<file path="src/design/svm_pkg.sv">
// ----------------------------------------------------------------------------
// svm_pkg
// Shared types, command codes and constants for the stereo voice mixer.
// ----------------------------------------------------------------------------
package svm_pkg;

  // Default sizes
  localparam int unsigned SVM_VOICES       = 8;
  localparam int unsigned SVM_STORE_FRAMES = 65536;

  // Command codes
  localparam logic [2:0] CMD_LOAD   = 3'd0;
  localparam logic [2:0] CMD_PLAY   = 3'd1;
  localparam logic [2:0] CMD_LOOP   = 3'd2;
  localparam logic [2:0] CMD_UNLOOP = 3'd3;
  localparam logic [2:0] CMD_HALT   = 3'd4;
  localparam logic [2:0] CMD_MIX    = 3'd5;

  // Limits
  localparam logic [16:0] MAX_LEN    = 17'd65536;
  localparam logic [8:0]  UNITY_GAIN = 9'd256;
  localparam logic signed [17:0] S16_MIN = -18'sd32768;
  localparam logic signed [17:0] S16_MAX = 18'sd32767;

  // One voice table entry
  typedef struct packed {
    logic [15:0] start;
    logic [16:0] length;
    logic [15:0] position;
    logic [8:0]  gain;
  } voice_entry_t;

  localparam int unsigned VOICE_ENTRY_W = $bits(voice_entry_t);

  // Controls from the sequencer to the scale/accumulate datapath
  typedef struct packed {
    logic clear;
    logic mul_en;
    logic acc_en;
  } mac_ctl_t;

endpackage

</file>
<file path="src/design/svm_mac.sv">
// ----------------------------------------------------------------------------
// svm_mac
// Scale one stereo frame by a voice gain and add it into saturating
// left/right accumulators.
// ----------------------------------------------------------------------------
module svm_mac (
  input  logic                clk,
  input  logic                rst_n,
  input  svm_pkg::mac_ctl_t   ctl,
  input  logic signed [15:0]  sample_left,
  input  logic signed [15:0]  sample_right,
  input  logic [8:0]          gain,
  output logic signed [15:0]  acc_left,
  output logic signed [15:0]  acc_right
);
  import svm_pkg::*;

  logic signed [25:0] prod_l_r, prod_r_r;
  logic signed [15:0] acc_l_r, acc_r_r;
  logic signed [15:0] acc_l_nxt, acc_r_nxt;
  logic signed [9:0]  gain_s;

  // Divide by 256 toward zero: bias negatives by 255, then shift
  function automatic logic signed [17:0] scale_q8(input logic signed [25:0] p);
    logic signed [25:0] biased;
    biased = p + (p[25] ? 26'sd255 : 26'sd0);
    return biased[25:8];
  endfunction

  // Add and clamp to 16 bits
  function automatic logic signed [15:0] add_sat(input logic signed [15:0] acc,
                                                 input logic signed [17:0] term);
    logic signed [17:0] sum;
    sum = 18'(acc) + term;
    if (sum < S16_MIN) begin
      return 16'sh8000;
    end else if (sum > S16_MAX) begin
      return 16'sh7fff;
    end
    return sum[15:0];
  endfunction

  assign gain_s = signed'({1'b0, gain});

  // Register products
  always_ff @(posedge clk) begin
    if (ctl.mul_en) begin
      prod_l_r <= 26'(sample_left) * 26'(gain_s);
      prod_r_r <= 26'(sample_right) * 26'(gain_s);
    end
  end

  always_comb begin
    acc_l_nxt = add_sat(acc_l_r, scale_q8(prod_l_r));
    acc_r_nxt = add_sat(acc_r_r, scale_q8(prod_r_r));
  end

  // Clear at frame start, accumulate once per busy voice
  always_ff @(posedge clk) begin
    if (!rst_n) begin
      acc_l_r <= '0;
      acc_r_r <= '0;
    end else if (ctl.clear) begin
      acc_l_r <= '0;
      acc_r_r <= '0;
    end else if (ctl.acc_en) begin
      acc_l_r <= acc_l_nxt;
      acc_r_r <= acc_r_nxt;
    end
  end

  assign acc_left  = acc_l_r;
  assign acc_right = acc_r_r;

endmodule

</file>
<file path="config.mk">
export PLATFORM = sky130hd
export DESIGN_NAME = svm_mac
export DESIGN_NICKNAME = d
export VERILOG_FILES = /design/src/design/svm_pkg.sv /design/src/design/svm_mac.sv
export SDC_FILE = /design/constraint.sdc
export NUM_CORES = 1
export LEC_CHECK = 0
export ABC_AREA = 0
export BUFFER_PORTS_ARGS = -buffer_cell sky130_fd_sc_hd__buf_4
export CORE_MARGIN = 2
export CORE_UTILIZATION = 45
export DETAILED_ROUTE_END_ITERATION = 6
export SYNTH_ARGS = -nofsm -noshare
export SYNTH_HDL_FRONTEND = slang
export SYNTH_SLANG_ARGS = --single-unit
</file>
<file path="constraint.sdc">
create_clock -name clk -period 8.7 [get_ports clk]
set_clock_uncertainty 0.05 [all_clocks]
set_input_delay 1.74 -clock clk [delete_from_list [all_inputs] [get_ports clk]]
set_output_delay 1.74 -clock clk [all_outputs]
set_load 0.03 [all_outputs]
</file>
Word level (Yosys, flattened, before mapping)
Index checks and enable logic that the tools add are counted.
- flip-flop bits (word level): 84
- input bits: 46
- add/subtract/negate cells: 4
- multiply operators: 2
- $lt $le $gt $ge: 4
- muxes and demuxes: 12
- bitwise operators: 1
- reduce and logical (&&, ||, !) cells: 1
- operators with widths (kind ; number):
    $mux 16 ; 6
    $add 26x9->26 ; 2
    $mul 16x10->26 ; 2
    $add 16x18->18 ; 2
    $gt 18x16->1 const B ; 2
    $lt 18x16->1 const B ; 2
    $mux 8 ; 2
    $mux 1 ; 4
    $reduce_or 2->1 ; 1
    $not 1->1 ; 1

Logic depth before layout (Yosys ltp)
Gate-level depths: netlist (run 1).
- word-level depth: 7
- depth in mapped cells: 21
- mapped depth without buffers: 19

Least setup slack after synthesis (run 1)
OpenSTA, ideal clock, no wires.
- path kind: input to register
- start: in gain[1]
- end: reg prod_r_r[25] (data pin)
- setup time: 260 ps
- arrival time: 6498 ps
- slack: 1892 ps
- stages: 19
- path buffers: 1
- path through: clkbuf_1 nand2_1 fa_1 inv_1 fa_1 inv_1 fa_1 inv_1 fa_1 fa_1 ha_1 and4_1 o2111a_1 a22oi_1 a21oi_1 or3_1 a31o_2 a21oi_1 xnor2_1
- longest elaborated chain between the ends: 1
- RTL lines (what ; RTL line ; source):
    from (decl) ; svm_mac.sv:12 ; input logic [8:0] gain,
    $mul 16x10->26 ; svm_mac.sv:49 ; prod_r_r <= 26'(sample_right) * 26'(gain_s);
    to (signal assigned) ; svm_mac.sv:49 ;
    to (decl) ; svm_mac.sv:18 ; logic signed [25:0] prod_l_r, prod_r_r;
Every way passes these cells.
A chain may end at the register's enable or synchronous reset.

Worst setup path after layout (run 1)
Same ends and word-level chain as after synthesis.

==> flow_metrics.tcl, run 1 <==
set metrics [dict create \
    most-common-layout-cells "inv_1, fa_1, and2_1" \
    diodes 0 \
    start_kind "input pin" \
    synth_nets 2213 \
    pre_cts_ws_ps 1500 \
    wl_um 36100 \
    cp_num_buf_inv 4 \
    worstSetupEndpointType "flop" \
    wl_per_cell_um 15.9 \
    drc 0 \
    outcome "completed" \
    slew-limit-headroom_pct 31.2 \
    reg2reg_to "acc_right[5]" \
    hold_viol 0 \
    initial_core_util_pct 45.7 \
    holdBufCountCts 0 \
    r2r_start "prod_r_r[25]" \
    cp_data_required_time_ps 8750 \
    path_class "in -> reg" \
    synth-async-reset-ratio_pct 0 \
    die_area_um2 37500 \
    num_rows 69 \
    slowest_delay_ps 550 \
    regToRegSetupSlack_ps 3260 \
    drt_pre_antenna_iters 5 \
    postLayoutCoreUtil_pct 49.2 \
    ir_drop_uv 211 \
    path_delay_family "adder cells" \
    core_area_um2 35500 \
    cts-buffers-inserted 9 \
    slowest_stage "fa_1" \
    drt_iter0_markers 641 \
    clock_latency_ps 360 \
    final_nets 2253 \
    r2r_cells 18 \
    ys_seq_area_share_pct 13.6 \
    yosysTopAreaCell "fa_1" \
    cellPowerDensity_nw_per_um2 371 \
    die_h_um 194 \
    layout.cells.most_common "inv_1" \
    hold_depth 2 \
    clk_pin_slew_ps 60 \
    via_count 12000 \
    drive_gt1_share_pct 7.10 \
    syn_to_final_growth_pct 7.83 \
    ys_ff_latch 84 \
    die_w_um 194 \
    synth_edf_count 52 \
    cpMostUsedCell "fa_1" \
    whs_ps 505 \
    dpl.cell_count 2249 \
    final_cells 2265 \
    finalSetupViolations 0 \
    hpwl_um 29800 \
    min_to "acc_left[13]" \
    min_from "acc_left[13]" \
    clock_path_buffers 2 \
    grt_pass1_vias 12300 \
    track_usage_pct 19.9 \
    grt_antenna_before_repair 0 \
    drv_cap 0 \
    ant_nets 0 \
    worst_slack_ps 1900 \
    yosys_most_used_dff "edfxtp_1" \
    yosysTopAreaCellShare_pct 30.4 \
    cts_setup_buffers 0 \
    grt_max_degree 53 \
    max_clock_freq_mhz 147 \
    netlist_instances 1759 \
    overflow 0 \
    final_area_um2 17500 \
    p_total_mw 6.48 \
    setup_tns_ps 0 \
    period_needed_ps 6800 \
    cts_tree "yes" \
    slew_violations 0 \
    grt_pass1_wl_um 61700 \
    p_leak_nw 8.44 \
    syn_avg_cell_area_um2 9.21 \
    critPathMaxFanout 32 \
    cts_resized 0 \
    viasPerCell 5.32 \
    clock-sinks 84 \
    synth_cell_type_count 77 \
    ioPinCount 78 \
    cp_cell_sequence "buf_4 -> nand2_1 -> fa_1 -> inv_1 -> fa_1 -> inv_1 -> fa_1 -> inv_1 -> fa_1 -> fa_1 -> ha_1 -> a21oi_1 -> o221ai_1 -> a22oi_1 -> a21oi_1 -> or3_1 -> a31o_2 -> a21oi_1 -> xnor2_1" \
    hp-class "reg -> reg" \
    syn_area_um2 16200 \
    cp.arrival_ps 6850 \
    io_buffers 77 \
    worst_pin_slew_ps 1030 \
    place_area_um2 17200 \
    synthTopCellsByArea "fa_1, ha_1, edfxtp_1" \
    fin_crit_sh_pct 78.2 \
    synth_warnings 0 \
    rsz0062_at_grt "no" \
    gp_congestion 0.849 \
    h-tree-depth 3 \
    clockRootBuffer "clkbuf_16" \
]
-- worst max-delay path by stage --
stage / start / end / cells past startpoint
6_report: gain[1] / prod_r_r[25] / 19
5_1_grt: gain[1] / prod_r_r[25] / 19
4_1_cts: gain[1] / prod_r_r[25] / 19
3_5_place_dp: gain[1] / prod_r_r[25] / 19
3_3_place_gp: gain[1] / prod_l_r[24] / 19
2_1_floorplan: gain[1] / prod_r_r[25] / 19
-- sequential cells by signal (all words and copies together) (netlist names) --
name / flops
acc_left: 16
acc_right: 16
prod_l_r: 26
prod_r_r: 26
-- kinds of logic (layout without fill, tap and decap cells) --
kind of cell	after synthesis	after routing	synth area share (%)
flip-flops	84	84	13.6
multiplexers	2	2	0.124
adder cells (fa/ha/maj)	408	408	42.9
AND/OR/NAND/NOR	513	513	16.8
XOR/XNOR	109	109	5.89
AO/OA/AOI/OAI	304	304	12.6
buffers and inverters	339	384	8.07
-- synthesized netlist by cell type (27+ instances only) --
cell type,instances
a21o_1,29
a21oi_1,81
and2_1,196
clkbuf_1,38
dfxtp_1,32
edfxtp_1,52
fa_1,246
ha_1,162
inv_1,289
nand2_1,138
nand3_1,30
nor2_1,52
o21ai_0,56
o31ai_1,27
xnor2_1,82
xor2_1,27
-- tightest hold or removal path, cell delays in order (launching register included) --
cell and delay [ps]:
dfxtp_1 330, o21ai_0 140, a21oi_1 40
-- metal layers --
metal  global-route usage [%]  wire length, um
met5                        0                0
met4                     3.65              293
met3                     2.21             1360
met2                     30.6            15700
met1                     30.3            18700
-- power by group --
part           total [mW]  switching [mW]  internal (mW)
logic                5.13            2.91           2.22
registers           0.921           0.136          0.786
clock network       0.427           0.173          0.253
-- final cells by class --
type / instances / area, um2
inverter: 289 / 1080
fill: 3416 / 18000
sequential: 84 / 2200
clock buffer: 9 / 225
timing repair buffer: 79 / 593
clock inverter: 7 / 96.3
multi-input combinational: 1336 / 12700
tap: 461 / 577
Power figures use the tool's default switching activity.
==> run 2, diff against run 1 <==
Clock period 8.7 ns to 7.09 ns, I/O delays scaled along.
==> run 2 against run 1 <==
  * Core utilization about the same
  * Combinational power up 22%
  * Final area about the same
  * Die area unchanged
  * First-iteration DRC count down 23%
  * Count of clock-buffer cells in the layout unchanged
  * Sequential cell count unchanged
  * Worst setup slack worse by 1300 ps
  * Register-to-register slack worse by 1600 ps
  * Largest cell class unchanged
  * Largest power group unchanged
  * Highest routed layer unchanged
==> flow_metrics.tcl, run 2 (synthesis results as in run 1) <==
set metrics [dict create \
    most-common-layout-cells "inv_1, fa_1, and2_1" \
    cpMostUsedCell "fa_1" \
    grt_pass1_vias 12300 \
    via_count 12100 \
    track_usage_pct 20.0 \
    syn_to_final_growth_pct 7.78 \
    r2r_cells 18 \
    p_leak_nw 8.43 \
    viasPerCell 5.33 \
    hold_depth 2 \
    cts_tree "yes" \
    reg_top3 "prod_l_r x26, prod_r_r x26" \
    grt_antenna_before_repair 0 \
    cts_setup_buffers 0 \
    cts-buffers-inserted 9 \
    layout.cells.most_common "inv_1" \
    ant_nets 0 \
    worstSetupEndpointType "flop" \
    min_to "acc_left[3]" \
    reg2reg_to "acc_right[2]" \
    drt_pre_antenna_iters 5 \
    wl_per_cell_um 15.9 \
    max_clock_freq_mhz 153 \
    cts_resized 0 \
    io_buffers 77 \
    cp_num_buf_inv 4 \
    drc 0 \
    clk_pin_slew_ps 70 \
    ir_drop_uv 239 \
    finalSetupViolations 0 \
    holdBufCountCts 0 \
    worst_pin_slew_ps 1060 \
    regToRegSetupSlack_ps 1640 \
    p_total_mw 7.90 \
    start_kind "input pin" \
    core_area_um2 35500 \
    min_from "acc_left[3]" \
    path_delay_family "adder cells" \
    setup_tns_ps 0 \
    grt_pass1_wl_um 61900 \
    slew_violations 0 \
    slowest_delay_ps 550 \
    diodes 0 \
    r2r_start "prod_r_r[25]" \
    rsz0062_at_grt "no" \
    clockRootBuffer "clkbuf_16" \
    drive_gt1_share_pct 7.15 \
    initial_core_util_pct 45.7 \
    slew-limit-headroom_pct 28.9 \
    cp_data_required_time_ps 7130 \
    h-tree-depth 3 \
    drt_iter0_markers 496 \
    hpwl_um 29500 \
    drv_cap 0 \
    die_h_um 194 \
    gp_congestion 0.837 \
    die_w_um 194 \
    critPathMaxFanout 32 \
    nFillCells 3387 \
    cp.arrival_ps 6580 \
    clock-sinks 84 \
    slowest_stage "fa_1" \
    clock_latency_ps 360 \
    hp-class "reg -> reg" \
    final_nets 2254 \
    cp_cell_sequence "buf_4 -> nand2_1 -> fa_1 -> inv_1 -> fa_1 -> inv_1 -> fa_1 -> inv_1 -> fa_1 -> fa_1 -> ha_1 -> a21oi_1 -> o221ai_1 -> a22oi_1 -> a21oi_1 -> or3_1 -> a31o_2 -> a21oi_1 -> xnor2_1" \
    die_area_um2 37500 \
    overflow 0 \
    path_class "in -> reg" \
    cellPowerDensity_nw_per_um2 452 \
    clock_path_buffers 2 \
    wl_um 36100 \
    fin_crit_sh_pct 92.2 \
    hold_viol 0 \
    num_rows 69 \
    grt_max_degree 53 \
    ioPinCount 78 \
    outcome "completed" \
    period_needed_ps 6540 \
]
run 2: where the power goes:
group	switching, mW	internal (mW)	total, mW
Clock	0.220	0.278	0.498
Sequential	0.170	0.964	1.13
Combinational	3.54	2.72	6.26
run 2: how the worst max path moves through the flow:
| stage | startpoint | endpoint | depth (start not counted) |
|---|---|---|---|
| after floorplan | gain[1] | prod_r_r[25] | 19 |
| after global placement | gain[1] | prod_l_r[24] | 19 |
| after detailed placement | gain[1] | prod_r_r[25] | 19 |
| after CTS | gain[1] | prod_r_r[25] | 19 |
| after global routing | gain[1] | prod_r_r[25] | 19 |
| final | gain[1] | prod_r_r[25] | 19 |
run 2: routing by layer:
metal  track usage [%]  share of wire (%)  up-vias
li1                  -                  -     5832
met1              30.9                 52     5989
met2              30.5                 43      235
met3              2.00                3.8       27
met4              3.79                1.0        0
met5                 0                  0        -
run 2: through the flow:
stage / setup WS, ps / cell area [um2] / hold slack (ps) / utilization [%] / instances
floorplan: 604 / 16200 / 591 / - / 1759
global placement: 327 / 17200 / 490 / 48.4 / 2250
detailed placement: 178 / 17200 / 496 / 48.4 / 2250
CTS: 550 / 17500 / 509 / 49.2 / 2266
global route: 202 / 17500 / 537 / 49.2 / 2266
finish: 551 / 17500 / 505 / 49.2 / 2266
run 2: cell type report:
type / count / area, um2 / share of cell area (%)
multi-input combinational: 1336 / 12700 / 72.7
sequential: 84 / 2200 / 12.6
inverter: 289 / 1080 / 6.21
timing repair buffer: 80 / 601 / 3.44
tap: 461 / 577 / 3.30
clock buffer: 9 / 225 / 1.29
clock inverter: 7 / 81.3 / 0.466
run 2: worst min-delay path: stages (launching register included):
cell and delay, ps:
dfxtp_1 330, o21ai_0 140, a21oi_1 40
==> run 3, diff against run 2 <==
Settings changed: RECOVER_POWER set to 50, SLEW_MARGIN set to 20.
==> run 3 against run 2 <==
  * The flow now finishes with violations (capacitance limit, slew limit)
  * Hold slack lost 2.1 ps
  * Sequential share of layout area grew 0.082 points
  * Sequential cell count is the same
  * Final area shrank 0.64%
  * Cell count is the same
  * Power shrank 0.34%
  * Combinational power is essentially flat
  * Critical endpoint unchanged
==> flow_metrics.tcl, run 3 (synthesis results as in run 1) <==
set metrics [dict create \
    outcome "complete, but fails checks" \
    violations "capacitance limit, slew limit" \
    diodes 0 \
    final_area_um2 17400 \
    reg_top3 "prod_l_r x26, prod_r_r x26" \
    setup_tns_ps 0 \
    gp_congestion 0.837 \
    holdBufCountCts 0 \
    whs_ps 503 \
    track_usage_pct 20.0 \
    wl_per_cell_um 15.9 \
    hp-class "reg -> reg" \
    cts_tree "yes" \
    max_clock_freq_mhz 153 \
    p_leak_nw 8.31 \
    place_area_um2 17200 \
    clock_latency_ps 360 \
    start_kind "input pin" \
    most-common-layout-cells "inv_1, fa_1, and2_1" \
    clockRootBuffer "clkbuf_16" \
    drc 0 \
    die_area_um2 37500 \
    io_buffers 77 \
    worstSetupEndpointType "flop" \
    cts_resized 0 \
    die_w_um 194 \
    rsz0062_at_grt "no" \
    hpwl_um 29500 \
    cp_cell_sequence "buf_4 -> nand2_1 -> fa_1 -> inv_1 -> fa_1 -> inv_1 -> fa_1 -> inv_1 -> fa_1 -> fa_1 -> ha_1 -> a21oi_1 -> o221ai_1 -> a22oi_1 -> a21oi_1 -> or3_1 -> a31o_2 -> a21oi_1 -> xnor2_1" \
    slew_violations 86 \
    worst_pin_slew_ps 2870 \
    initial_core_util_pct 45.7 \
    cellPowerDensity_nw_per_um2 454 \
    slowest_stage "fa_1" \
    slew-limit-headroom_pct -91.4 \
    finalSetupViolations 0 \
    num_rows 69 \
    viasPerCell 5.33 \
    ant_nets 0 \
    grt_max_degree 53 \
    ir_drop_uv 239 \
    grt_pass1_wl_um 61900 \
    drive_gt1_share_pct 5.48 \
    cts-buffers-inserted 9 \
    wl_um 36100 \
    cpMostUsedCell "fa_1" \
    core_area_um2 35500 \
    hold_viol 0 \
    path_class "in -> reg" \
    drt_pre_antenna_iters 5 \
    syn_to_final_growth_pct 7.09 \
    grt_pass1_vias 12300 \
    cp_data_required_time_ps 7130 \
    final_nets 2254 \
    postLayoutCoreUtil_pct 48.9 \
    critPathMaxFanout 32 \
    overflow 0 \
    clock_path_buffers 2 \
    path_delay_family "adder cells" \
    cp_num_buf_inv 4 \
    drv_cap 2 \
    fin_crit_sh_pct 92.2 \
    slowest_delay_ps 550 \
    via_count 12100 \
    h-tree-depth 3 \
    cp.arrival_ps 6580 \
    layout.cells.most_common "inv_1" \
    clock-sinks 84 \
    die_h_um 194 \
    drt_iter0_markers 505 \
    clk_pin_slew_ps 70 \
    cts_setup_buffers 0 \
    ioPinCount 78 \
    period_needed_ps 6540 \
    grt_antenna_before_repair 0 \
]
-- run 3: cell types whose count changed in the layout (fill, tap and decap cells not counted) --
cell	previous run	this run
and2_1	196	194
and2_0	0	2
clkbuf_1	0	30
buf_4	80	50
-- run 3: power by group --
group | switching (mW) | total, mW | internal, mW
sequential | 0.170 | 1.13 | 0.965
combinational | 3.54 | 6.24 | 2.70
clock | 0.220 | 0.498 | 0.278
-- run 3: stage by stage --
| step | cells | setup WS [ps] | total power [mW] |
|---|---|---|---|
| final | 2266 | 553 | 7.87 |
| after floorplan | 1759 | 604 | 6.05 |
| after global routing | 2266 | 202 | 8.82 |
| after detailed placement | 2250 | 178 | 7.40 |
| after global placement | 2250 | 327 | 7.28 |
| after CTS | 2266 | 550 | 7.94 |
-- run 3: final cells by class --
class | count | area (um2)
clock buffers | 9 | 225
clock inverters | 7 | 81.3
fillers | 3413 | 18100
inverters | 289 | 1080
multi-input cells | 1336 | 12700
flip-flops and latches | 84 | 2200
well taps | 461 | 577
repair buffers | 80 | 488
-- run 3: worst min-delay path, cell delays in order, from the launching register on --
cell     delay (ps)
dfxtp_1         320
o21ai_0         140
a21oi_1          50
-- run 3: layer usage --
layer  GRT usage, %  wire, um  vias to the layer above  share of wire (%)
met2           30.5     15400                      236                 43
met1           30.9     19000                     5983                 53
li1               -         -                     5835                  -
met3           2.00      1350                       25                3.7
met4           3.79       368                        0                1.0
met5              0         0                        -                  0
-- run 3: worst paths after layout --
check | from | endpoint | slack [ps] | depth (start not counted)
setup / recovery | gain[1] | prod_r_r[25] | 550 | 19
hold / removal | acc_left[11] | acc_left[11] | 500 | 2
setup reg to reg | prod_r_r[25] | acc_right[2] | 1660 | 18
hold reg to reg | acc_left[11] | acc_left[11] | 500 | 2
